--- src/hw/rtl/ofmc_pkg.sv ---
`default_nettype none
// ----------------------------------------------------------------------------
// ofmc_pkg
// Shared types, codes and the turn-time function of the follow mode controller
// ----------------------------------------------------------------------------
package ofmc_pkg;

  localparam logic [7:0]  FRONT_DEGREES = 8'd90;
  localparam logic [31:0] SETTLE_MS     = 32'd500;
  localparam logic [10:0] TURN_MIN_MS   = 11'd200;
  localparam logic [10:0] TURN_MAX_MS   = 11'd1200;
  localparam logic [12:0] TURN_SCALE    = 13'd34;
  localparam logic [13:0] RECIP_SEVEN   = 14'd9363;

  localparam int unsigned CFG_ADDR_W = 4;

  localparam logic [1:0] REG_SEARCH_THR = 2'd0;
  localparam logic [1:0] REG_LOST_DIST  = 2'd1;
  localparam logic [1:0] REG_TOO_CLOSE  = 2'd2;
  localparam logic [1:0] REG_DRIVE_SPD  = 2'd3;

  typedef enum logic [1:0] {
    MODE_SEARCH  = 2'd0,
    MODE_TURN    = 2'd1,
    MODE_FORWARD = 2'd2
  } mode_t;

  typedef enum logic [2:0] {
    MC_NONE  = 3'd0,
    MC_STOP  = 3'd1,
    MC_FWD   = 3'd2,
    MC_RIGHT = 3'd3,
    MC_LEFT  = 3'd4
  } motor_cmd_t;

  typedef enum logic [1:0] {
    SC_NONE        = 2'd0,
    SC_SEARCH      = 2'd1,
    SC_CENTER      = 2'd2,
    SC_STOP_CENTER = 2'd3
  } servo_cmd_t;

  typedef struct packed {
    logic [31:0] now_ms;
    logic [9:0]  distance_cm;
    logic        servo_idle;
    logic        object_found;
    logic [7:0]  object_angle;
  } in_t;

  typedef struct packed {
    logic [2:0] motor_cmd;
    logic [7:0] motor_speed;
    logic [1:0] servo_cmd;
    logic [1:0] mode;
  } out_t;

  typedef struct packed {
    logic [9:0] search_threshold_cm;
    logic [9:0] lost_distance_cm;
    logic [9:0] too_close_cm;
    logic [7:0] drive_speed;
  } cfg_t;

  typedef struct packed {
    mode_t       mode;
    logic [31:0] phase_start_ms;
    logic [10:0] turn_time_ms;
    logic        recentered;
  } state_t;

  // floor(d * 34 / 7) via reciprocal multiply, exact for d * 34 below 13107
  function automatic logic [10:0] turn_ms(input logic [7:0] angle);
    logic [7:0]  d;
    logic [12:0] x;
    logic [26:0] prod;
    logic [10:0] t;
    d    = (angle >= FRONT_DEGREES) ? (angle - FRONT_DEGREES) : (FRONT_DEGREES - angle);
    x    = {5'd0, d} * TURN_SCALE;
    prod = {14'd0, x} * {13'd0, RECIP_SEVEN};
    t    = prod[26:16];
    if (t < TURN_MIN_MS) t = TURN_MIN_MS;
    if (t > TURN_MAX_MS) t = TURN_MAX_MS;
    return t;
  endfunction

endpackage
`default_nettype wire

--- src/hw/rtl/ofmc_step.sv ---
`default_nettype none
// ----------------------------------------------------------------------------
// ofmc_step
// Next-state and result logic for one control tick
// ----------------------------------------------------------------------------
module ofmc_step (
  input  ofmc_pkg::in_t    item,
  input  ofmc_pkg::cfg_t   cfg,
  input  ofmc_pkg::state_t st,
  output ofmc_pkg::state_t st_nxt,
  output ofmc_pkg::out_t   res
);
  import ofmc_pkg::*;

  logic [31:0] elapsed;
  motor_cmd_t  motor;
  servo_cmd_t  servo;
  logic        dist_zero;

  assign elapsed   = item.now_ms - st.phase_start_ms;
  assign dist_zero = (item.distance_cm == 10'd0);

  always_comb begin
    st_nxt = st;
    motor  = MC_NONE;
    servo  = SC_NONE;
    case (st.mode)
      MODE_TURN: begin
        if (elapsed < {21'd0, st.turn_time_ms}) begin
          motor = MC_NONE;
        end else if (!st.recentered) begin
          motor                 = MC_STOP;
          servo                 = SC_CENTER;
          st_nxt.recentered     = 1'b1;
          st_nxt.phase_start_ms = item.now_ms;
        end else if (elapsed >= SETTLE_MS) begin
          if (!dist_zero && item.distance_cm <= cfg.search_threshold_cm) begin
            st_nxt.mode = MODE_FORWARD;
          end else begin
            servo       = SC_STOP_CENTER;
            st_nxt.mode = MODE_SEARCH;
          end
        end
      end
      MODE_FORWARD: begin
        if (item.servo_idle) servo = SC_CENTER;
        if (dist_zero || item.distance_cm > cfg.lost_distance_cm) begin
          motor       = MC_STOP;
          servo       = SC_STOP_CENTER;
          st_nxt.mode = MODE_SEARCH;
        end else if (item.distance_cm <= cfg.too_close_cm) begin
          motor = MC_STOP;
        end else if (item.distance_cm <= cfg.search_threshold_cm) begin
          motor = MC_FWD;
        end
      end
      default: begin
        st_nxt.mode = MODE_SEARCH;
        if (item.servo_idle) servo = SC_SEARCH;
        if (item.object_found && item.servo_idle) begin
          if (item.object_angle == FRONT_DEGREES) begin
            st_nxt.mode = MODE_FORWARD;
          end else begin
            st_nxt.turn_time_ms   = turn_ms(item.object_angle);
            if (item.object_angle < FRONT_DEGREES) begin
              motor = MC_RIGHT;
            end else begin
              motor = MC_LEFT;
            end
            st_nxt.phase_start_ms = item.now_ms;
            st_nxt.recentered     = 1'b0;
            st_nxt.mode           = MODE_TURN;
          end
        end
      end
    endcase
  end

  always_comb begin
    res.motor_cmd   = motor;
    res.motor_speed = (motor == MC_FWD || motor == MC_RIGHT || motor == MC_LEFT) ?
                      cfg.drive_speed : 8'd0;
    res.servo_cmd   = servo;
    res.mode        = st_nxt.mode;
  end

endmodule
`default_nettype wire

--- src/hw/rtl/object_follow_mode_controller.sv ---
`default_nettype none
// ----------------------------------------------------------------------------
// object_follow_mode_controller
// Search, turn and forward mode control for an object-following car
// ----------------------------------------------------------------------------
// Each input transaction is one control tick: time, distance, servo idle flag
// and any found object angle. Each tick gives exactly one result transaction
// with the motor command, motor speed, servo command and the new mode.
// An accepted tick is held in an input register, then the mode logic runs
// and the result is written to the output register; one tick per cycle is
// sustained while the receiver does not stall. The only feedback path is
// the mode state register, updated in the same cycle the result register is
// loaded. When the receiver stalls, the result holds and the input register
// still takes one more tick; in_stall rises only once both registers are
// full. Reset (synchronous, rst_n low) empties both registers, returns to
// search mode and restores the register defaults. Registers are written
// through the APB-style port at byte offsets 0, 4, 8 and 12. The user must
// write them only while the block is idle; the block itself does not
// enforce this.
// ----------------------------------------------------------------------------
module object_follow_mode_controller (
  input  wire                              clk,
  input  wire                              rst_n,
  input  wire                              in_valid,
  output logic                             in_stall,
  input  ofmc_pkg::in_t                    in_data,
  output logic                             out_valid,
  input  wire                              out_stall,
  output ofmc_pkg::out_t                   out_data,
  input  wire                              psel,
  input  wire                              penable,
  input  wire                              pwrite,
  input  wire  [ofmc_pkg::CFG_ADDR_W-1:0]  paddr,
  input  wire  [31:0]                      pwdata,
  output logic [31:0]                      prdata,
  output logic                             pready
);
  import ofmc_pkg::*;

  logic     s1_valid_r, s1_valid_nxt;
  in_t      s1_data_r;
  logic     out_valid_r, out_valid_nxt;
  out_t     out_data_r;
  state_t   st_r, st_nxt;
  cfg_t     cfg_r;
  out_t     res;
  logic     adv;
  logic     in_acc;
  logic     cfg_wr;
  logic [1:0] reg_idx;

  assign adv    = s1_valid_r && (!out_valid_r || !out_stall);
  assign in_acc = in_valid && !in_stall;
  assign in_stall  = s1_valid_r && !adv;
  assign out_valid = out_valid_r;
  assign out_data  = out_data_r;
  assign pready    = 1'b1;
  assign reg_idx   = paddr[3:2];
  assign cfg_wr    = psel && penable && pwrite && pready;

  ofmc_step u_step (
    .item   (s1_data_r),
    .cfg    (cfg_r),
    .st     (st_r),
    .st_nxt (st_nxt),
    .res    (res)
  );

  always_comb begin
    s1_valid_nxt = s1_valid_r;
    if (in_acc) begin
      s1_valid_nxt = 1'b1;
    end else if (adv) begin
      s1_valid_nxt = 1'b0;
    end
    out_valid_nxt = out_valid_r;
    if (adv) begin
      out_valid_nxt = 1'b1;
    end else if (!out_stall) begin
      out_valid_nxt = 1'b0;
    end
  end

  always_ff @(posedge clk) begin
    if (!rst_n) begin
      s1_valid_r  <= 1'b0;
      out_valid_r <= 1'b0;
      st_r        <= '{mode: MODE_SEARCH, phase_start_ms: 32'd0,
                       turn_time_ms: 11'd0, recentered: 1'b0};
    end else begin
      s1_valid_r  <= s1_valid_nxt;
      out_valid_r <= out_valid_nxt;
      if (adv) st_r <= st_nxt;
    end
  end

  always_ff @(posedge clk) begin
    if (in_acc) s1_data_r <= in_data;
    if (adv) out_data_r <= res;
  end

  // register file
  always_ff @(posedge clk) begin
    if (!rst_n) begin
      cfg_r <= '{search_threshold_cm: 10'd50, lost_distance_cm: 10'd60,
                 too_close_cm: 10'd10, drive_speed: 8'd150};
    end else if (cfg_wr) begin
      case (reg_idx)
        REG_SEARCH_THR: cfg_r.search_threshold_cm <= pwdata[9:0];
        REG_LOST_DIST:  cfg_r.lost_distance_cm    <= pwdata[9:0];
        REG_TOO_CLOSE:  cfg_r.too_close_cm        <= pwdata[9:0];
        REG_DRIVE_SPD:  cfg_r.drive_speed         <= pwdata[7:0];
        default: ;
      endcase
    end
  end

  always_comb begin
    case (reg_idx)
      REG_SEARCH_THR: prdata = {22'd0, cfg_r.search_threshold_cm};
      REG_LOST_DIST:  prdata = {22'd0, cfg_r.lost_distance_cm};
      REG_TOO_CLOSE:  prdata = {22'd0, cfg_r.too_close_cm};
      REG_DRIVE_SPD:  prdata = {24'd0, cfg_r.drive_speed};
      default:        prdata = 32'd0;
    endcase
  end

  a_stall_only_when_full: assert property (@(posedge clk) disable iff (!rst_n)
    in_stall |-> (s1_valid_r && out_valid_r && out_stall))
    else $error("input stalled with room in the pipeline");

  a_speed_only_when_moving: assert property (@(posedge clk) disable iff (!rst_n)
    (out_valid_r && out_data_r.motor_speed != 8'd0) |->
      (out_data_r.motor_cmd == MC_FWD || out_data_r.motor_cmd == MC_RIGHT ||
       out_data_r.motor_cmd == MC_LEFT))
    else $error("speed given without a drive command");

  a_turn_enters_turn_mode: assert property (@(posedge clk) disable iff (!rst_n)
    (out_valid_r && (out_data_r.motor_cmd == MC_RIGHT || out_data_r.motor_cmd == MC_LEFT))
      |-> (out_data_r.mode == MODE_TURN))
    else $error("turn command without turn mode");

  a_turn_time_bounded: assert property (@(posedge clk) disable iff (!rst_n)
    (st_r.mode == MODE_TURN) |->
      (st_r.turn_time_ms >= TURN_MIN_MS && st_r.turn_time_ms <= TURN_MAX_MS))
    else $error("turn time out of range");

endmodule
`default_nettype wire

--- config.mk ---
export PLATFORM = sky130hd
export DESIGN_NAME = object_follow_mode_controller
export DESIGN_NICKNAME = d
export VERILOG_FILES = /design/src/hw/rtl/ofmc_pkg.sv /design/src/hw/rtl/ofmc_step.sv /design/src/hw/rtl/object_follow_mode_controller.sv
export SDC_FILE = /design/constraint.sdc
export NUM_CORES = 1
export LEC_CHECK = 0
export BUFFER_PORTS_ARGS = -buffer_cell sky130_fd_sc_hd__buf_4
export CORE_MARGIN = 2
export CORE_UTILIZATION = 50
export CTS_BUF_LIST = sky130_fd_sc_hd__clkbuf_2 sky130_fd_sc_hd__clkbuf_4 sky130_fd_sc_hd__clkbuf_8
export DETAILED_ROUTE_END_ITERATION = 16
export GPL_TIMING_DRIVEN = 0
export PLACE_DENSITY_LB_ADDON = 0.08
export SLEW_MARGIN = 5
export SYNTH_ARGS = -nofsm -noshare
export SYNTH_HDL_FRONTEND = slang
export SYNTH_SLANG_ARGS = --single-unit
--- constraint.sdc ---
create_clock -name clk -period 16.55 [get_ports clk]
set_input_delay 2.4825 -clock clk [delete_from_list [all_inputs] [get_ports clk]]
set_output_delay 2.4825 -clock clk [all_outputs]
set_load 0.1 [all_outputs]
==> results of run 1 <==
==> power by group <==
part           switching, mW  total (mW)  internal (mW)
sequential            0.0129       0.428          0.415
combinational           1.30        2.23          0.929
clock                  0.168       0.282          0.114
total                   1.48        2.94           1.46
==> state kept, by name, indices dropped and copies added, names as in the netlist <==
register / flops
cfg_r: 38
out_data: 15
out_valid: 1
s1_data_r: 52
s1_valid_r: 1
st_r: 46
==> through the flow <==
stage	hold WS, ns	utilization (%)	std cells	setup WS [ns]	power (mW)
after CTS	0.472	57.6	1829	6.88	2.94
after floorplan	0.441	-	1377	8.07	2.19
after global routing	0.498	57.6	1829	6.12	3.30
after detailed placement	0.461	56.0	1797	6.94	2.64
final	0.468	57.6	1830	6.92	2.94
after global placement	0.461	55.9	1796	7.00	2.60
==> layout make-up <==
class	instances	area, sq um	area share [%]
Inverter	144	541	3.85
Timing Repair Buffer	96	733	5.22
Antenna cell	1	2.50	0.0178
Clock inverter	14	130	0.926
Multi-Input combinational cell	1011	7810	55.6
Tap cell	324	405	2.89
Clock buffer	18	248	1.76
Sequential cell	153	3730	26.6
Buffer	69	443	3.15
==> cells in the mapped netlist, types with 14 or more instances <==
cell type	number	area share, %
a21boi_0	25	1.5
a21o_1	36	2.2
a21oi_1	79	3.2
and2_1	15	0.75
buf_4	23	1.4
clkbuf_1	26	0.78
dfxtp_1	86	14
edfxtp_1	67	16
fa_1	24	3.9
ha_1	162	16
inv_1	144	4.3
mux2i_1	49	3.9
nand2_1	128	3.9
nand3_1	23	0.93
nand4_1	20	1.0
nor2_1	67	2.0
nor2b_1	57	2.9
nor3_1	24	0.97
o211ai_1	20	1.2
o21ai_0	42	1.7
xnor2_1	27	1.9
xor2_1	14	0.99
==> critical path, delay by kind of cell, from the launching register on <==
family                   cells  cell delay (ns)
buffers and inverters        3             0.21
AND/OR/NAND/NOR             10             2.53
XOR/XNOR                     2             0.45
adder cells (fa/ha/maj)      9             3.59
multiplexers                 1             0.81
AO/OA/AOI/OAI                6             1.37
flip-flops                   1             0.61
==> routing by layer <==
metal,track usage [%],up-vias
met1,31.6,4677
met3,3.17,26
met5,0,-
met4,5.23,0
li1,-,5050
met2,38.8,188
==> cells by family after synthesis <==
family / synth area share [%]
and+or+nand+nor: 15.8
AOI/OAI and AO/OA: 17.7
buffers and inverters: 7.91
adders and majority gates: 20.2
DFF: 30.0
muxes: 5.48
xor gates and xnor gates: 2.89
other: 0.0604
==> worst paths after layout <==
| check | from | to | depth (start not counted) |
|---|---|---|---|
| hold / removal | st_r[9] | st_r[9] | 2 |
| setup / recovery | s1_data_r[0] | st_r[3] | 31 |
| hold reg to reg | st_r[9] | st_r[9] | 2 |
| setup reg to reg | s1_data_r[0] | st_r[3] | 31 |
==> cell usage in the layout, fill, tap and decap left out, types with 8 or more instances in the layout <==
cell type	n
ha_1	162
inv_1	144
nand2_1	128
buf_4	118
dfxtp_1	86
a21oi_1	79
nor2_1	67
edfxtp_1	67
nor2b_1	56
mux2i_1	49
o21ai_0	42
a21o_1	36
xnor2_1	27
clkbuf_1	26
a21boi_0	25
nor3_1	24
fa_1	24
nand3_1	23
conb_1	23
clkbuf_8	21
nand4_1	20
o211ai_1	20
and2_1	15
xor2_1	14
o21a_1	11
o31ai_1	11
buf_2	9
nand2b_1	9
and3_1	9
mux4_2	8
==> key figures, run 1 <==
Global route
  • Total global routing track utilization: 23.0%
  • Grt total ovfl: 0
  • Initial antenna violation count: 0
  • Largest net degree at the start of global routing: 31
  • First-pass GRT wire length: 48.6 mm
  • Number of global-route vias before repair: roughly 10,000

Finish
  • Area growth syn-to-layout: 12.9%
  • Fraction of layout cells with a size suffix above 1: 13.9%
  • Fillers: ~2,300
  • # nets final: roughly 1,800
  • Post-route cell area: roughly 14,000 sq um

Critical path
  • Reg2Reg Setup Slack: a little under 7 ns
  • Slowest cell on the critical path: mux2i_1
  • WP data arrival: around 10 ns
  • CP Launch Type: flip-flop
  • Worst path max stage delay: a little over 0.8 ns
  • Critical path fanouts, max: 10
  • Worst Path Required: 16.97 ns
  • Worst path most repeated cell: ha_1
  • Critical path class: flip-flop to flip-flop
  • CP endpoint kind: flip-flop

Clock network
  • Clock Tree Root: clkbuf_8
  • Post-CTS Hold Buffers: 0
  • CTS tree: yes
  • Worst-path clk slew: approximately 0.10 ns
  • CTS Buf Count: 17
  • H-Tree Level Count: 4
  • Setup Buffers After CTS: 0
  • # resized after CTS: 0
  • # clock sinks: 153
  • Clk Latency, worst-skew pair: 0.49 ns
  • Clock tree buffer depth: 2

Floorplan
  • Row count: between 50 and 60
  • Num ports: around 150
  • Die Footprint: 26,200 sq um
  • Chip Width: about 160 um
  • Initial Util: 51.0%
  • Die height: around 160 um
  • Core Box Area: between 20,000 and 25,000 sq um

Hold path
  • Min-Delay Path Class: flip-flop to flip-flop

Timing
  • Fmax: 104 MHz
  • Fin crit period: roughly 9.6 ns
  • RSZ-0062 raised after global routing: no
  • Rel. slew slack: between 30% and 40%
  • Final-report setup violation count: 0
  • Fin crit share: about three fifths
  • Slew Limit Fails: 0
  • Setup TNS: 0 ns
  • Worst-margin pin slew: 0.916 ns
  • Final hold violation count: 0
  • Layout Skew: ~0.033 ns

Yosys
  • Yosys cell types: just over 90
  • Synth Warn #: 0
  • Dominant synthesized flop cell: dfxtp_1
  • Post-Syn Area: between 10,000 and 15,000 sq um
  • EDFF count, synth: between 60 and 70
  • Post-synthesis sequential area ratio: between 30 and 40%
  • Post-synthesis register bit count: between 150 and 200
  • Ys async rst share: 0%
  • Mapped Cells: 1,356
  • Synth Area per Inst: just over 9 sq um

Pwr
  • Static Leakage: approximately 6.2 nW
  • Maximum vdd drop: 394 uV
  • Power per cell area: ~210 nW/um^2

Detailed routing
  • Drt pass-1 iters: 5
  • Vias per Instance: approximately 5.4
  • Met3 routed WL: ~1.1 mm
  • Highest routed layer: met4
  • Vias: slightly below 10,000
  • Met2 routed WL: 13.8 mm
  • Antenna Nets Post-Route: 0
  • Metal1 wirelength: roughly 14 mm
  • Routed len/inst: ~16 um
  • # DRC: 0
  • Initial DRC count: a little under 600
  • Final wirelength: a little under 30 mm

Place
  • I/O Buffers: 95
  • Post-DP HPWL: 23.1 mm
  • GPL Wtd Cong: 0.919
  • DP Area: about 14,000 sq um

Run
  • Max Cap Viol: 0

Status
  • Outcome: complete, no violations
Power figures use the tool's default switching activity.
==> run 2, diff against run 1 <==
--- a/config.mk
+++ b/config.mk
@@ -5,6 +5,7 @@
 export SDC_FILE = /design/constraint.sdc
 export NUM_CORES = 1
 export LEC_CHECK = 0
+export ABC_AREA = 1
 export BUFFER_PORTS_ARGS = -buffer_cell sky130_fd_sc_hd__buf_4
 export CORE_MARGIN = 2
 export CORE_UTILIZATION = 50
==> constraint.sdc (replaced) <==
create_clock -name clk -period 10 [get_ports clk]
set_input_delay 1.5 -clock clk [delete_from_list [all_inputs] [get_ports clk]]
set_output_delay 1.5 -clock clk [all_outputs]
set_load 0.1 [all_outputs]
==> key figures, run 2 <==
Status
  • Outcome: complete, no violations

Yosys
  • EDFF count, synth: 67 (unchanged)
  • Fraction of the mapped netlist area in simple logic gates: 22.9% (+7.1 points)
  • Most instantiated library cell after synthesis: nand2_1
  • Largest family of logic cells by synthesized area: simple AND/OR/NAND/NOR gates
  • Synth Area per Inst: 7.43 sq um (-19%)
  • Synth Warn #: 0 (unchanged)
  • Compound-Gate Fraction of Synth Area: 12.6% (-5.0 points)
  • Ys async rst share: 0% (unchanged)
  • Dominant synthesized flop cell: dfxtp_1
  • Synth area leader: ha_1
  • Yosys cell types: 51 (-44%)
  • Top cell type's share of synthesized area: 16.4% (+0.099 points)
  • Post-Synth Adder-Cell Area: 20.3% (+0.12 points)
  • Largest cells by area after synthesis: ha_1 (16%), edfxtp_1 (16%), dfxtp_1 (14%), nand2_1 (10%), inv_1 (8.7%)
  • Mapped Cells: 1,665 (+23%)
  • Post-synth top cells: nand2_1 (342), inv_1 (288), nor2_1 (190), ha_1 (162), a21oi_1 (123)
  • Post-Syn Area: 12,400 sq um (-0.60%)
  • Post-synthesis register bit count: 153 (unchanged)
  • Post-synthesis sequential area ratio: 30.2% (+0.18 points)
  • Multiplexer share of the synthesized area: 0.0809% (-5.4 points)
  • XOR/XNOR share of the synthesized area: 2.61% (-0.28 points)

Finish
  • # nets final: 2,085 (+18%)
  • Reg with most FFs: s1_data_r
  • Most common cell after layout, fill and taps aside: nand2_1
  • Fillers: 2,357 (+4.8%)
  • Fraction of layout cells with a size suffix above 1: 10.6% (-3.3 points)
  • Area of the multi-input gates: 7330 sq um (-6.2%)
  • Area growth syn-to-layout: 13.4%
  • Biggest regs: s1_data_r x52, st_r x46, cfg_r x38
  • Max FFs per register: 52 (unchanged)
  • Sequential cell area: 3730 sq um (unchanged)
  • Most frequent cells in the layout: nand2_1 (342), inv_1 (287), nor2_1 (189)
  • Ant. Diodes: 0 (-1)
  • Core Util, Final: 57.7% (+0.071 points)

Detailed routing
  • Routed len/inst: 14.3 um (-10%)
  • Initial DRC count: 561 (-3.1%)
  • # DRC: 0 (unchanged)
  • Drt pass-1 iters: 5 (unchanged)
  • Vias: 10,900 (+9.3%)
  • Antenna Nets Post-Route: 0 (unchanged)
  • Vias per Instance: 5.08 (-6.5%)
  • Final wirelength: 30.7 mm (+4.9%)

Critical path
  • CP endpoint kind: flip-flop
  • Worst path max stage delay: 0.56 ns (-0.25 ns)
  • WP buf/inv: 4 (+1)
  • Setup crit start: s1_data_r[0]
  • Worst Path Required: 10.39 ns (-6.58 ns)
  • WP data arrival: 9.19 ns (-0.86 ns)
  • Worst path top cell family by delay: adder cells
  • Critical path class: flip-flop to flip-flop
  • Reg2Reg Setup Slack: 1.20 ns (-5.72 ns)
  • Reg2Reg Depth: 42 (+35%)
  • Worst path most repeated cell: nand2_1
  • Worst reg2reg endpoint: st_r[10]
  • Slowest cell on the critical path: fa_1
  • Critical path fanouts, max: 10 (unchanged)
  • CP Launch Type: flip-flop
  • Worst r2r src: s1_data_r[0]

Hold path
  • Min-Delay Path Class: flip-flop to flip-flop
  • Hold depth: 2 (unchanged)
  • Hold path endpoint: st_r[10]
  • Worst Hold Launch: st_r[10]

Global route
  • Initial antenna violation count: 0 (unchanged)
  • Number of global-route vias before repair: 10,400 (+6.0%)
  • Total global routing track utilization: 24.0% (+0.96 points)
  • First-pass GRT wire length: 50.0 mm (+2.9%)
  • Grt total ovfl: 0 (unchanged)
  • Grt peak-use layer: met2
  • Largest net degree at the start of global routing: 30 (-3.2%)
  • Global routing usage on met1: 29.6% (-2.0 points)
  • Met3 Usage GRT: 3.34% (+0.17 points)
  • GR Layer Usage met2: 43.6% (+4.8 points)

Run
  • Max Cap Viol: 0 (unchanged)

Clock network
  • Worst-path clk slew: 0.08 ns (-0.02 ns)
  • # clock sinks: 153 (unchanged)
  • Clock tree buffer depth: 2 (unchanged)
  • Setup Buffers After CTS: 0 (unchanged)
  • CTS Buf Count: 17 (unchanged)
  • Clock Tree Root: clkbuf_8
  • CTS tree: yes
  • Post-CTS Hold Buffers: 0 (unchanged)
  • # resized after CTS: 0 (unchanged)
  • Clk Latency, worst-skew pair: 0.47 ns (-0.02 ns)
  • H-Tree Level Count: 4 (unchanged)

Place
  • Post-DP HPWL: 25.3 mm (+9.4%)
  • GPL Wtd Cong: 0.907 (-1.3%)
  • I/O Buffers: 97 (+2.1%)

Floorplan
  • Initial Util: 50.8% (-0.16 points)
  • Num ports: 145 (unchanged)
  • Die Footprint: 26,000 sq um (-0.59%)
  • Die height: 161 um (-0.30%)
  • Row count: 57 (unchanged)
  • Chip Width: 161 um (-0.30%)
  • Core Box Area: 24,300 sq um (-0.29%)

Timing
  • Worst-margin pin slew: 0.865 ns (-0.0508 ns)
  • Fin crit share: 88.0% (+30 points)
  • Fmax: 114 MHz (+9.4%)
  • Final hold violation count: 0 (unchanged)
  • Setup TNS: 0 ns (unchanged)
  • RSZ-0062 raised after global routing: no
  • Fin crit period: 8.80 ns (-0.830 ns)
  • Slew Limit Fails: 0 (unchanged)
  • Rel. slew slack: 42.1% (+4.9 points)
  • Final-report setup violation count: 0 (unchanged)
  • Layout Skew: 0.0201 ns (-0.0128 ns)
## run 2: changes by cell type after synthesis, sizes merged, moves of 18 or more
cell    delta
nand2    +224
inv      +148
nor2     +127
nor2b     -57
nand3     +53
mux2i     -48
o21ai     +44
a21oi     +42
a21o      -30
a21boi    -23
clkbuf    -18
xnor2     -18
## run 2: worst max path at each step
stage / endpoint / slack [ns] / cells after the start
floorplan: st_r[3] / 2.40 / 44
global placement: st_r[10] / 1.22 / 42
detailed placement: st_r[10] / 1.21 / 42
CTS: st_r[10] / 1.13 / 42
global route: st_r[10] / 0.45 / 42
finish: st_r[10] / 1.20 / 42
## run 2: layer usage
layer  part of all wire, %  vias to the layer above  wire length, um
li1                      -                     5668                -
met4                   2.0                        0              602
met1                    45                     4969            13700
met2                    50                      197            15300
met5                     0                        -                0
met3                   3.3                       36             1020
## run 2: area by class of cell
type                            count  area share [%]
Multi-Input combinational cell   1199            52.3
Sequential cell                   153            26.6
Inverter                          293            7.84
Timing Repair Buffer               99            5.44
Tap cell                          324            2.89
Buffer                             41            2.03
Clock buffer                       19            1.82
Clock inverter                     13            1.08
## run 2: logic make-up after synthesis
family / after synthesis
multiplexers: 1
flip-flops: 153
AND/OR/NAND/NOR: 677
other: 2
buffers and inverters: 334
XOR/XNOR: 36
AO/OA/AOI/OAI: 276
adder cells (fa/ha/maj): 186
## run 2: worst min-delay path, stage by stage (launching register included)
cell	delay, ns
dfxtp_1	0.32
nand2_1	0.06
a21oi_1	0.05
## run 2: through the flow
step                cell area [sq um]  setup WS (ns)  cells  hold slack, ns
CTS                             14000           1.13   2141           0.471
global route                    14000          0.448   2141           0.493
finish                          14000           1.20   2141           0.467
detailed placement              13600           1.21   2109           0.459
global placement                13600           1.22   2107           0.454
floorplan                       12400           2.40   1686           0.445
Power of run 2 is left out: the tool's default activity adds up to more than one toggle a clock period on the data nets, which glitch-free logic cannot reach.
